**src/lsbr_pkg.sv**
```systemverilog
// Shared types and constants for the 3x3 block LSB reveal core.
// No dependencies; used by lsbr_ctrl, lsbr_store and lsb_block_reveal_core.
package lsbr_pkg;

	localparam int BLK_DIM            = 3;
	localparam int BITS_PER_CH        = 8;
	localparam int CFG_W              = 12;
	localparam int CFG_IDX_W          = 2;
	localparam int DEF_MAX_BLOCK_COLS = 1024;
	localparam logic [CFG_W-1:0] RST_IMAGE_WIDTH  = 12'd3;
	localparam logic [CFG_W-1:0] RST_IMAGE_HEIGHT = 12'd3;

	typedef enum logic [CFG_IDX_W-1:0] {
		REG_IMAGE_WIDTH  = 2'd0,
		REG_IMAGE_HEIGHT = 2'd1
	} cfg_reg_t;

	// Where the current pixel sits relative to its block.
	typedef struct packed {
		logic       in_blk;
		logic [2:0] bit_idx;
		logic       last_col;
		logic       last_row;
	} pos_t;

	// Finished hidden pixel leaving the accumulation stage.
	typedef struct packed {
		logic       emit;
		logic [7:0] red;
		logic [7:0] green;
		logic [7:0] blue;
		logic       last_col;
		logic       last_row;
	} hid_t;

endpackage

```
**src/lsbr_ctrl.sv**
```systemverilog
// Raster position tracking and block decode for the LSB reveal core.
// Holds the image size registers; depends on lsbr_pkg.
module lsbr_ctrl
	import lsbr_pkg::*;
#(
	parameter int MAX_BLOCK_COLS = DEF_MAX_BLOCK_COLS,
	parameter int AW             = 10
) (
	input  logic                 clk,
	input  logic                 arst_n,
	input  logic                 cfg_we,
	input  logic [CFG_IDX_W-1:0] cfg_index,
	input  logic [CFG_W-1:0]     cfg_data,
	input  logic                 accept,
	output pos_t                 pos,
	output logic [AW-1:0]        addr
);

	logic [CFG_W-1:0] width_q, height_q;
	logic [CFG_W-1:0] x_q, y_q, x0_q, y0_q, bc_q;
	logic [1:0]       rx_q, ry_q;
	logic [3:0]       bit_w;
	logic             col_ok, row_ok;
	logic             cfg_hit;

	// Block column/row bounds are checked against the block start coordinate,
	// so no division by three is needed.
	always_comb begin
		bit_w  = 4'({2'b00, ry_q}) * 4'(BLK_DIM) + 4'({2'b00, rx_q});
		col_ok = (({1'b0, x0_q} + 13'(BLK_DIM)) <= {1'b0, width_q})
			&& ({1'b0, bc_q} < 13'(MAX_BLOCK_COLS));
		row_ok = ({1'b0, y0_q} + 13'(BLK_DIM)) <= {1'b0, height_q};
		pos.in_blk   = col_ok && row_ok && (bit_w < 4'(BITS_PER_CH));
		pos.bit_idx  = bit_w[2:0];
		pos.last_col = (({1'b0, x0_q} + 13'(2 * BLK_DIM)) > {1'b0, width_q})
			|| (({1'b0, bc_q} + 13'd1) == 13'(MAX_BLOCK_COLS));
		pos.last_row = ({1'b0, y0_q} + 13'(2 * BLK_DIM)) > {1'b0, height_q};
		addr         = bc_q[AW-1:0];
		cfg_hit      = cfg_we && ((cfg_index == REG_IMAGE_WIDTH)
			|| (cfg_index == REG_IMAGE_HEIGHT));
	end

	always_ff @(posedge clk or negedge arst_n) begin
		if (!arst_n) begin
			width_q  <= RST_IMAGE_WIDTH;
			height_q <= RST_IMAGE_HEIGHT;
			x_q  <= '0;
			y_q  <= '0;
			x0_q <= '0;
			y0_q <= '0;
			bc_q <= '0;
			rx_q <= '0;
			ry_q <= '0;
		end else if (cfg_hit) begin
			if (cfg_index == REG_IMAGE_WIDTH) begin
				width_q <= cfg_data;
			end else begin
				height_q <= cfg_data;
			end
			// Any register write restarts the frame.
			x_q  <= '0;
			y_q  <= '0;
			x0_q <= '0;
			y0_q <= '0;
			bc_q <= '0;
			rx_q <= '0;
			ry_q <= '0;
		end else if (accept) begin
			if (({1'b0, x_q} + 13'd1) >= {1'b0, width_q}) begin
				x_q  <= '0;
				x0_q <= '0;
				bc_q <= '0;
				rx_q <= '0;
				if (({1'b0, y_q} + 13'd1) >= {1'b0, height_q}) begin
					y_q  <= '0;
					y0_q <= '0;
					ry_q <= '0;
				end else begin
					y_q <= y_q + 12'd1;
					if (ry_q == 2'(BLK_DIM - 1)) begin
						ry_q <= '0;
						y0_q <= y0_q + 12'(BLK_DIM);
					end else begin
						ry_q <= ry_q + 2'd1;
					end
				end
			end else begin
				x_q <= x_q + 12'd1;
				if (rx_q == 2'(BLK_DIM - 1)) begin
					rx_q <= '0;
					x0_q <= x0_q + 12'(BLK_DIM);
					bc_q <= bc_q + 12'd1;
				end else begin
					rx_q <= rx_q + 2'd1;
				end
			end
		end
	end

endmodule

```
**config.mk**
```make
export PLATFORM = sky130hd
export DESIGN_NAME = lsbr_ctrl
export DESIGN_NICKNAME = d
export VERILOG_FILES = /design/src/lsbr_pkg.sv /design/src/lsbr_ctrl.sv
export SDC_FILE = /design/constraint.sdc
export NUM_CORES = 1
export LEC_CHECK = 0
export BUFFER_PORTS_ARGS = -buffer_cell sky130_fd_sc_hd__buf_4
export CAP_MARGIN = 20
export CORE_UTILIZATION = 35
export DETAILED_ROUTE_END_ITERATION = 7
export HOLD_SLACK_MARGIN = 0.08
export PLACE_DENSITY = 0.52
export SYNTH_ARGS = -nofsm -noshare
export SYNTH_HDL_FRONTEND = slang
export SYNTH_SLANG_ARGS = --single-unit
```
**constraint.sdc**
```tcl
create_clock -name clk -period 3.7 [get_ports clk]
set_input_delay 0.37 -clock clk [delete_from_list [all_inputs] [get_ports clk]]
set_output_delay 0.37 -clock clk [all_outputs]
set_load 0.05 [all_outputs]
```
* Yosys cells after proc, flatten, opt, wreduce, memory -nomap -nowiden
Cells that the tools add are included.
** Operators by class
- $add $sub $neg :: 15
- Multiply operators :: 1
- $lt $le $gt $ge :: 8
- Eq/ne operators :: 4
- Multiplexer cells :: 29
- Bitwise gates (word level) :: 1
- Reduce and logical (&&, ||, !) cells :: 16
** Operators by type and width (number)
- 2-to-1 mux 12 bit :: 20
- adder 12 x 1 -> 13 bit (second input constant) :: 3
- adder 12 x 1 -> 12 bit (second input constant) :: 3
- adder 12 x 2 -> 13 bit (second input constant) :: 2
- adder 12 x 3 -> 13 bit (second input constant) :: 2
- >= comparator 13 x 12 -> 1 bit :: 2
- > comparator 13 x 12 -> 1 bit :: 2
- less-or-equal comparator 13 x 12 -> 1 bit :: 2
- adder 12 x 2 -> 12 bit (second input constant) :: 2
- 2-to-1 mux 2 bit :: 9
- equality test 13 x 11 -> 1 bit (second input constant) :: 1
- less-than comparator 12 x 11 -> 1 bit (second input constant) :: 1
- AND reduction 2 bit :: 4
- nonzero test 3 bit :: 2
- adder 2 x 1 -> 2 bit (second input constant) :: 2
- adder 4 x 2 -> 4 bit :: 1
- equality test 2 bit (second input constant) :: 2
- logical AND 1 bit :: 4
- less-than comparator 4 bit (second input constant) :: 1
- multiplier 2 x 2 -> 4 bit (second input constant) :: 1
- nonzero test 2 bit :: 2
- AND reduction 3 bit :: 1
- equality test 2 x 1 -> 1 bit (second input constant) :: 1
- zero test 2 bit :: 1
- other kinds (2) :: 3
** Storage, ports and cells
- Register bits :: 88
- Input bits :: 18
- Output and inout bits :: 16
- Word-level logic and storage cells :: 83

* Depth between registers and ports, before layout
Gate-level depths: netlist of the first run.
- Depth after elaboration :: 6
- Gate-level depth with buffers :: 15
- Depth with buffers taken out :: 13

* Worst setup path before layout of the first run
Ideal clock, no wire load.
- Path type :: flip-flop to output port
- Start point :: register y0_q[1]
- End point :: output port pos[5] (netlist bit)
- Data arrival time :: 3.047 ns
- Data required time :: 3.330 ns
- Slack :: 0.283 ns
- Cell stages (with the launch flop) :: 14
- Buffers on the path :: 0
- Path through :: dfrtp_1 > inv_1 > ha_1 > a21oi_1 > or4b_4 > nor2_2 > xor2_1 > ha_1 > and3_1 > a221oi_1 > o21ai_0 > nor2_1 > o211a_1 > o31a_1
** RTL lines
- from (decl) :: line lsbr_ctrl.sv:20 : logic [CFG_W-1:0] x_q, y_q, x0_q, y0_q, bc_q;
- from (signal assigned) :: line lsbr_ctrl.sv:82 : y0_q <= y0_q + 12'(BLK_DIM);
- to (decl) :: line lsbr_ctrl.sv:15 : output pos_t pos,

==> metrics.md, run 1 <==
| Metric | Value |
|---|---|
| Post-Route Setup TNS | `-0.00510 ns` |
| Vias in the first global route | `5648` |
| Post-Place Cell Area | `7580 um^2` |
| Crit path DAT | `3.34 ns` |
| Inserted Clock Buffers | `9` |
| GR Util All Layers | `a little under 20%` |
| Fill count | `1984` |
| Setup violations, final | `1` |
| Most frequent cells in the layout | `104 x nand2_1, 86 x ha_1, 81 x dfrtp_1, 66 x buf_4, 65 x o21ai_0` |
| Syn_nets | `901` |
| Antenna cells | `0` |
| Grt ovf | `0` |
| XOR/XNOR Fraction of Synth Area | `approximately 7.0%` |
| Post-synth EDFFs | `0` |
| Main synth FF type | `dfrtp_1` |
| Routability cong. | `between 0.8 and 0.9` |
| WL/cell | `17.4 um` |
| CTS clk-pin slew, worst paths | `0.06 ns` |
| Setup WS post-layout | `-0.00510 ns` |
| Max IR drop VDD | `0.000251 V` |
| Fmax | `270 MHz` |
| RR Startpoint | `x_q[2]` |
| First-pass GRT wire length | `30800 um` |
| Drt drc | `0` |
| Area delta synth->final | `15.1%` |
| Most common cell after layout, fill and taps aside | `nand2_1` |
| Syn. warnings | `0` |
| Compound-Gate Fraction of Synth Area | `approximately 18%` |
| Final Cell Area | `8020 um^2` |
| Chip height | `around 140 um` |
| CTS tree | `yes` |
| Antenna violations before repair | `0` |
| Launch point of the worst hold path | `cfg_data[2]` |
| Antenna-violating nets left | `0` |
| H-tree depth | `3` |
| Largest family of logic cells by synthesized area | `simple AND/OR/NAND/NOR gates` |
| Reg2Reg Depth | `12` |
| Seq/Total Area, Yosys | `about a third` |
| Root Buffer | `clkbuf_16` |
| Syn Area/Cell | `8.80 um^2` |
| Worst r2r dst | `y0_q[0]` |
| Power per Cell Area | `roughly 490 nW/um^2` |
| Post-synthesis instance total | `approximately 800` |
| Final WL | `between 15000 and 20000 um` |
| Cell Rows | `51` |
| Crit Path Max Fanout | `4` |
| Flops & latches, synth | `88` |
| Hold Crit Class | `in2reg` |
| R2R setup slack | `0.30 ns` |
| Worst EP required | `3.33 ns` |
| Simple-gate share of the synthesized area | `approximately a fifth` |
| LEAKAGE | `3.70 nW` |
| Die width | `143 um` |
| Sink of the worst hold path | `width_q[2]` |
| Drt pass-1 iters | `7` |
| Post-Synth Adder-Cell Area | `16.6%` |
| CP Class | `reg2out` |
| Initial Utilization | `35.8%` |
| IO Count | `34` |
| Startpoint Class | `register` |
| Final hold vios | `0` |
| Worst skew pair latency | `0.35 ns` |
| Synth async-reset ratio | `100%` |
| Worst slack at placement | `around 0.19 ns` |
| Mux cell area share after synthesis | `2.55%` |
| Largest net degree at the start of global routing | `40` |
| DR iter-0 viols | `345` |
| Failing checks | `negative setup slack` |
| Clock Sink Count | `88` |
| Hold_ws | `between 0.2 and 0.25 ns` |
| Max-cap viol count | `0` |
| Critical Path End Type | `primary output` |
| Final period util | `100%` |
| Tmin final | `3.71 ns` |
| # port buffers | `33` |
| Max-slew headroom | `30.5%` |
| Die area | `20500 um^2` |
| Status | `finished with violations` |
| Final Util | `41.2%` |
| Max-slew violations | `0` |
| Share of post-route cells with drive strength above 1 | `16.2%` |
| Vias per std cell | `roughly 5.2` |
| Worst slew pin tran | `a little over 1 ns` |
| Worst hold path cell count | `3` |
| Post-synthesis cell area | `~7000 um^2` |
| Worst Clk Skew | `0.00614 ns` |
| Final #Nets | `944` |
| Clk buf depth | `2` |
| Synth cell types | `about 70` |
| Vias | `just under 6k` |
| RSZ-0062 raised after global routing | `yes` |
| Post-DP HPWL | `14500 um` |
| Core area | `between 15000 and 20000 um^2` |
==> area by class of cell <==
class / instances / area [um^2] / share of cell area (%)
multi-input cells: 616 / 4470 / 55.7
flip-flops and latches: 88 / 2210 / 27.6
repair buffers: 70 / 539 / 6.72
well taps: 265 / 332 / 4.13
clock buffers: 13 / 240 / 3.00
inverters: 50 / 188 / 2.34
clock inverters: 3 / 42.5 / 0.530
==> Yosys cell counts, drive strengths merged, types with 6 or more instances <==
| cell type | number | area [um^2] |
|---|---|---|
| nor3 | 18 | 95.1 |
| clkbuf | 18 | 67.6 |
| xnor2 | 43 | 377 |
| o21ai | 69 | 357 |
| or3 | 6 | 42.5 |
| nand4 | 15 | 109 |
| xor2 | 13 | 114 |
| dfrtp | 84 | 2100 |
| nand3 | 39 | 195 |
| o31ai | 11 | 87.6 |
| inv | 50 | 188 |
| a22o | 11 | 96.3 |
| nand2 | 104 | 390 |
| a21o | 16 | 120 |
| a21oi | 26 | 130 |
| nor2b | 11 | 68.8 |
| a31oi | 6 | 43.8 |
| buf | 20 | 131 |
| mux2 | 14 | 158 |
| nor2 | 41 | 156 |
| and3 | 10 | 68.8 |
| ha | 89 | 1110 |
==> power breakdown <==
| group | internal, mW | total (mW) | switching, mW |
|---|---|---|---|
| clock network | 0.525 | 0.929 | 0.405 |
| registers | 1.10 | 1.27 | 0.163 |
| logic | 0.684 | 1.70 | 1.02 |
| total | 2.31 | 3.90 | 1.58 |
==> worst max-delay path by stage <==
stage                  from       to  slack, ns  cells past startpoint
finish              y0_q[1]   pos[5]     -0.005                     14
global route        y0_q[1]   pos[5]      -0.17                     14
CTS                 y0_q[1]   pos[5]      0.002                     14
detailed placement   x_q[0]  bc_q[9]       0.19                     12
global placement    y0_q[1]   pos[5]       0.28                     14
floorplan           y0_q[1]   pos[5]       0.28                     13
==> metal layers <==
metal	vias up	global-route usage [%]	wire, um
met4	0	5.21	279
met1	2737	25.8	9040
li1	2902	-	-
met5	-	0	0
met3	19	4.80	808
met2	119	32.9	9070
==> cells by family after synthesis <==
family	after synthesis
AO/OA/AOI/OAI	183
XOR/XNOR	56
adder cells (fa/ha/maj)	91
buffers and inverters	88
flip-flops	88
multiplexers	16
AND/OR/NAND/NOR	270
==> what timing repair did <==
action | in CTS | in global routing
setup endpoints to repair | 1 | 10
resized for setup | 6 | 20
hold endpoints to repair | 36 | 0
hold buffers | 1 | 0
pin swaps | 3 | 11
buffers inserted | 1 | 5
==> registers in the layout (all words and copies together), names as in the netlist <==
name / cells
bc_q: 12
rx_q: 2
x0_q: 12
x_q: 12
width_q: 12
height_q: 12
ry_q: 2
y0_q: 12
y_q: 12
==> metrics by stage <==
stage	power [mW]	std cells
detailed placement	2.92	1082
CTS	3.87	1100
global placement	2.91	1082
global route	4.20	1105
floorplan	2.42	792
finish	3.90	1105
==> critical path, cell delays in order, from the launching register on <==
cell	delay, ns
dfrtp_1	0.41
buf_6	0.13
ha_4	0.13
a21oi_4	0.03
or4b_4	0.52
buf_6	0.15
xnor2_2	0.13
ha_1	0.30
and3_4	0.19
a221oi_2	0.21
o21ai_1	0.09
nor2_1	0.12
o211a_1	0.20
o31a_1	0.19
buf_6	0.17
Note: power is estimated with default switching activity, not from simulation.
==> run 2: changes to the inputs <==
CORE_UTILIZATION = 47   (was 35)
CTS_CLUSTER_DIAMETER = 120   (was not set)
PLACE_DENSITY = 0.66   (was 0.52)
==> run 2 against run 1 <==
The run still ends with negative setup slack left. Worst setup slack got worse by 0.062 ns. Final cell count decreased by 7.4%. Sequential power about the same. Die area decreased by 25%. Non-clock buffer count decreased by 1. Fmax decreased by 1.6%. Via count increased by 4.2%. First-iteration DRC count increased by 21%. Final area decreased by 0.48%. Clock power increased by 9.8%. Count of clock-buffer cells in the layout unchanged. Global-route usage increased by 5.7 points. Critical path type unchanged. Critical endpoint unchanged.
==> metrics.md, run 2 (synthesis gave the netlist of run 1 again) <==
| Metric | Value |
|---|---|
| # port buffers | `33 (unchanged)` |
| Routability cong. | `0.934 (+4.1%)` |
| IO Count | `34 (unchanged)` |
| CTS clk-pin slew, worst paths | `0.07 ns (about the same)` |
| Worst Clk Skew | `0.00973 ns (+0.00359 ns)` |
| Drt drc | `0 (unchanged)` |
| Hold Crit Class | `in2async` |
| Crit Path Max Fanout | `3 (-1)` |
| Cell Rows | `44 (-14%)` |
| Chip height | `124 um (-14%)` |
| Max-slew headroom | `41.1% (+11 points)` |
| Antenna cells | `0 (unchanged)` |
| Max-slew violations | `0 (unchanged)` |
| Critical path origin | `y0_q[1]` |
| Vias in the first global route | `5798 (+2.7%)` |
| Vias per std cell | `5.88 (+13%)` |
| Vias | `6017 (+4.2%)` |
| First-pass GRT wire length | `29700 um (-3.5%)` |
| Worst setup path end | `pos[5]` |
| Final WL | `18300 um (-4.7%)` |
| Clock Sink Count | `88 (unchanged)` |
| Final period util | `102% (+1.7 points)` |
| Failing checks | `negative setup slack` |
| R2R setup slack | `0.23 ns (-0.07 ns)` |
| Reg2Reg Depth | `13 (+1)` |
| Final #Nets | `943 (-0.11%)` |
| Inserted Clock Buffers | `9 (unchanged)` |
| Most common cell after layout, fill and taps aside | `nand2_1` |
| Critical Path End Type | `primary output` |
| Die area | `15300 um^2 (-25%)` |
| Final hold vios | `0 (unchanged)` |
| RR Startpoint | `x_q[2]` |
| Worst r2r dst | `y0_q[3]` |
| LEAKAGE | `3.73 nW (+1.0%)` |
| Worst EP required | `3.33 ns (about the same)` |
| Share of post-route cells with drive strength above 1 | `16.6% (+0.38 points)` |
| Placed Cells | `992 (-8.3%)` |
| Initial Utilization | `48.1% (+12 points)` |
| CP Class | `reg2out` |
| Post-DP HPWL | `13500 um (-7.0%)` |
| DR iter-0 viols | `419 (+21%)` |
| Startpoint Class | `register` |
| Largest net degree at the start of global routing | `67 (+68%)` |
| Core area | `14500 um^2 (-26%)` |
| Root Buffer | `clkbuf_16` |
| Status | `finished with violations` |
| Crit path DAT | `3.40 ns (+0.06 ns)` |
| Worst skew pair latency | `0.35 ns (about the same)` |
| Worst slew pin tran | `0.884 ns (-0.143 ns)` |
| RSZ-0062 raised after global routing | `yes` |
| CTS tree | `yes` |
| Clk buf depth | `2 (unchanged)` |
| Post-Route Setup TNS | `-0.0670 ns (-0.0619 ns)` |
| Power per Cell Area | `504 nW/um^2 (+3.8%)` |
| Setup violations, final | `1 (unchanged)` |
| WL/cell | `17.9 um (+2.9%)` |
| Antenna violations before repair | `0 (unchanged)` |
| Non-Filler Instances | `1023 (-7.4%)` |
| Antenna-violating nets left | `0 (unchanged)` |
| Grt ovf | `0 (unchanged)` |
| Most frequent cells in the layout | `103 x nand2_1, 85 x ha_1, 83 x dfrtp_1, 66 x o21ai_0, 66 x buf_4` |
| Hold-fix buffers, CTS | `0 (-1)` |
| Fill count | `1313 (-34%)` |
| Drt pass-1 iters | `5 (-2)` |
| Area delta synth->final | `14.5%` |
| Max-cap viol count | `0 (unchanged)` |
| Fmax | `265 MHz (-1.6%)` |
| Die width | `124 um (-14%)` |
| GR Util All Layers | `25.6% (+5.7 points)` |
| Max IR drop VDD | `0.000264 V (+5.4%)` |
| Tmin final | `3.77 ns (+0.0619 ns)` |
| H-tree depth | `3 (unchanged)` |
| Setup WS post-layout | `-0.0670 ns (-0.0619 ns)` |
-- run 2: layout make-up --
class | instances | area, um^2 | share of cell area (%)
multi-input cells | 616 | 4490 | 56.3
flip-flops and latches | 88 | 2210 | 27.7
inverters | 50 | 188 | 2.35
repair buffers | 69 | 538 | 6.74
clock buffers | 13 | 260 | 3.26
clock inverters | 3 | 65.1 | 0.815
well taps | 184 | 230 | 2.88
-- run 2: where the power goes --
| part | total, mW | switching [mW] | internal, mW |
|---|---|---|---|
| logic | 1.74 | 1.05 | 0.692 |
| clock network | 1.02 | 0.393 | 0.629 |
| registers | 1.26 | 0.155 | 1.10 |
-- run 2: worst min-delay path by stage --
stage,end,slack [ns]
after CTS,y0_q[4],0.17
after global routing,y0_q[10],0.21
after global placement,x0_q[10],0.49
after floorplan,bc_q[0],0.07
after detailed placement,x0_q[10],0.49
final,y0_q[4],0.13
-- run 2: repair_timing --
item	in CTS	in global routing
endpoints found under the setup margin	1	42
gates resized for setup	10	16
pin swaps	3	7
setup buffers	8	7
-- run 2: per-layer routing --
layer,part of all wire [%],global-route usage [%],vias up
li1,-,-,2899
met2,49,42.5,146
met1,44,32.8,2935
met4,3.0,11.1,0
met3,4.2,4.26,37
met5,0,0,-
-- run 2: per-stage QoR --
stage	power, mW	hold slack [ns]	cell area, um^2	setup slack, ns	utilization (%)
floorplan	2.42	0.0744	6970	0.283	-
global placement	2.83	0.489	7410	0.210	51.2
detailed placement	2.90	0.488	7410	0.139	51.2
CTS	3.96	0.174	7830	0.0137	54.1
global route	4.31	0.209	7980	-0.152	55.1
finish	4.02	0.132	7980	-0.0670	55.1
-- run 2: worst max-delay path, stage by stage (launching register included) --
cell and delay (ns):
dfrtp_1 0.40, buf_6 0.12, ha_2 0.18, a21oi_2 0.05
or4b_4 0.52, buf_4 0.17, xnor2_2 0.13, ha_1 0.31
and3_4 0.21, a221oi_2 0.20, o21ai_1 0.10, nor2_1 0.12
o211a_1 0.16, o31a_1 0.20, buf_6 0.18
==> run 3: changes to the inputs <==
RECOVER_POWER = 50   (was not set)
==> run 3 against run 2 <==
The flow finishes with violations (max-capacitance violations, max-slew violations, negative setup slack). Largest cell class unchanged. Sequential power barely moved. Critical path type unchanged. Critical path depth did not move. Clock skew hardly changed.
==> metrics.md, run 3 (synthesis gave the netlist of run 1 again) <==
| Metric | Value |
|---|---|
| Final period util | `102% (about the same)` |
| Crit Path Max Fanout | `3 (unchanged)` |
| Worst slack at placement | `0.139 ns (unchanged)` |
| Crit-path cells | `buf_6 -> ha_2 -> a21oi_2 -> or4b_4 -> buf_4 -> xnor2_2 -> ha_1 -> and3_4 -> a221oi_2 -> o21ai_1 -> nor2_1 -> o211a_1 -> o31a_1 -> buf_6` |
| Largest net degree at the start of global routing | `67 (unchanged)` |
| Worst EP required | `3.33 ns (about the same)` |
| H-tree depth | `3 (unchanged)` |
| Setup violations, final | `1 (unchanged)` |
| CTS tree | `yes` |
| DR iter-0 viols | `413 (-1.4%)` |
| Vias | `6011 (-0.10%)` |
| Fill count | `1327 (+1.1%)` |
| CP dominant cell by count | `buf_6` |
| FF+latch area | `2210 um^2 (unchanged)` |
| Most common cell after layout, fill and taps aside | `nand2_1` |
| Max incr delay on CP | `0.52 ns (about the same)` |
| WL/cell | `17.8 um (-0.19%)` |
| Final Cell Area | `7950 um^2 (-0.41%)` |
| Most frequent cells in the layout | `103 x nand2_1, 85 x ha_1, 83 x dfrtp_1, 66 x o21ai_0, 57 x buf_4` |
| IO Count | `34 (unchanged)` |
| # port buffers | `33 (unchanged)` |
| Final hold vios | `0 (unchanged)` |
| Power per Cell Area | `505 nW/um^2 (+0.19%)` |
| CP Class | `reg2out` |
| Startpoint Class | `register` |
| Max-cap viol count | `1 (+1)` |
| Area of the multi-input gates | `4490 um^2 (unchanged)` |
| Routability cong. | `0.934 (unchanged)` |
| CP Buf/Inv Count | `3 (unchanged)` |
| CP max-delay cell | `or4b_4` |
| Die area | `15300 um^2 (unchanged)` |
| First-pass GRT wire length | `29700 um (unchanged)` |
| Clock share of power | `25.4% (about the same)` |
| Worst skew pair latency | `0.35 ns (about the same)` |
| Cell Rows | `44 (unchanged)` |
| Critical Path End Type | `primary output` |
| LEAKAGE | `3.70 nW (-0.91%)` |
| Initial Utilization | `48.1% (unchanged)` |
| Post-Place Cell Area | `7410 um^2 (unchanged)` |
| RSZ-0062 raised after global routing | `yes` |
| Grt ovf | `0 (unchanged)` |
| Hold_ws | `0.239 ns (+0.107 ns)` |
| Status | `finished with violations` |
| Inserted Clock Buffers | `9 (unchanged)` |
| Core area | `14500 um^2 (unchanged)` |
| Net load switching power | `1.60 mW (about the same)` |
| Switching part of the total | `39.8% (+0.068 points)` |
| Hold Crit Class | `in2reg` |
| Max-slew violations | `67 (+67)` |
| Die width | `124 um (unchanged)` |
| Clock Sink Count | `88 (unchanged)` |
| Max-slew headroom | `-15.6% (-57 points)` |
| Worst Clk Skew | `0.00970 ns (-0.0000317 ns)` |
| Fmax | `266 MHz (about the same)` |
| Comb pwr share | `43.2% (about the same)` |
| Share of post-route cells with drive strength above 1 | `15.6% (-0.95 points)` |
| Post-DP HPWL | `13500 um (unchanged)` |
| Power Total | `4.02 mW (-0.21%)` |
| Antenna-violating nets left | `0 (unchanged)` |
| Area delta synth->final | `14.1%` |
| Root Buffer | `clkbuf_16` |
| Final #Nets | `943 (unchanged)` |
| Failing checks | `max-capacitance violations, max-slew violations, negative setup slack` |
| Flop pwr share | `31.3% (about the same)` |
| Clk buf depth | `2 (unchanged)` |
| Vias in the first global route | `5798 (unchanged)` |
| Tmin final | `3.76 ns (-0.00229 ns)` |
| Int Power | `2.42 mW (-0.33%)` |
| Antenna cells | `0 (unchanged)` |
| Drt pass-1 iters | `5 (unchanged)` |
| Final Util | `54.9% (-0.22 points)` |
| Crit path DAT | `3.39 ns (about the same)` |
| Max IR drop VDD | `0.000264 V (-0.15%)` |
| Worst slew pin tran | `1.73 ns (+0.850 ns)` |
| Kind of cell adding the most delay to the critical path | `simple AND/OR/NAND/NOR gates` |
| CTS clk-pin slew, worst paths | `0.07 ns (about the same)` |
| Final WL | `18300 um (-0.19%)` |
| Drt drc | `0 (unchanged)` |
| Setup WS post-layout | `-0.0647 ns (+0.00229 ns)` |
| GR Util All Layers | `25.6% (unchanged)` |
| Chip height | `124 um (unchanged)` |
| Vias per std cell | `5.88 (about the same)` |
| Antenna violations before repair | `0 (unchanged)` |
run 3: metal layers:
layer	up-vias	track usage, %	routed length (um)
met5	-	0	0
met2	156	42.5	8910
li1	2900	-	-
met3	37	4.26	798
met1	2918	32.8	7990
met4	0	11.1	553
run 3: repair_timing:
item	CTS	global route
hold buffers	0	0
endpoints found under the setup margin	1	42
gates resized for setup	10	16
setup buffers	8	7
pin swaps	3	7
run 3: layout make-up:
cell class,count,share of cell area [%]
clock buffer,13,3.27
clock inverter,3,0.819
inverter,50,2.36
multi-input combinational,616,56.5
sequential,88,27.8
tap,184,2.90
timing repair buffer,69,6.36
run 3: final timing paths:
kind	from	to	slack [ns]	depth (start not counted)
max	y0_q[1]	pos[5]	-0.06	14
min	cfg_data[10]	width_q[10]	0.24	3
max reg2reg	x_q[2]	y0_q[3]	0.23	13
min reg2reg	x0_q[10]	x0_q[10]	0.50	1
max in group asynchronous	arst_n	bc_q[3]	1.34	2
min in group asynchronous	arst_n	y0_q[4]	0.47	1
run 3: power by group through the flow:
| stage | Clock (mW) | Sequential, mW | Combinational [mW] |
|---|---|---|---|
| floorplan | 0 | 1.23 | 1.20 |
| global placement | 0 | 1.26 | 1.57 |
| detailed placement | 0 | 1.27 | 1.63 |
| CTS | 1.04 | 1.25 | 1.67 |
| global route | 1.08 | 1.28 | 1.95 |
| finish | 1.02 | 1.26 | 1.74 |
run 3: worst reg2reg max path, cell delays in order (launching register included):
cell	delay [ns]
dfrtp_1	0.46
nand3_1	0.14
nor2_2	0.19
and3_1	0.30
nand3_1	0.13
xnor2_1	0.18
ha_1	0.34
nand3_1	0.22
a2111oi_4	0.27
o31a_1	0.25
o21ai_4	0.10
buf_4	0.22
or3_4	0.36
o31ai_1	0.21
run 3: metrics by stage:
stage	setup TNS, ns	cells
floorplan	0	792
global placement	0	992
detailed placement	0	992
CTS	0	1016
global route	-0.155	1023
finish	-0.0647	1023
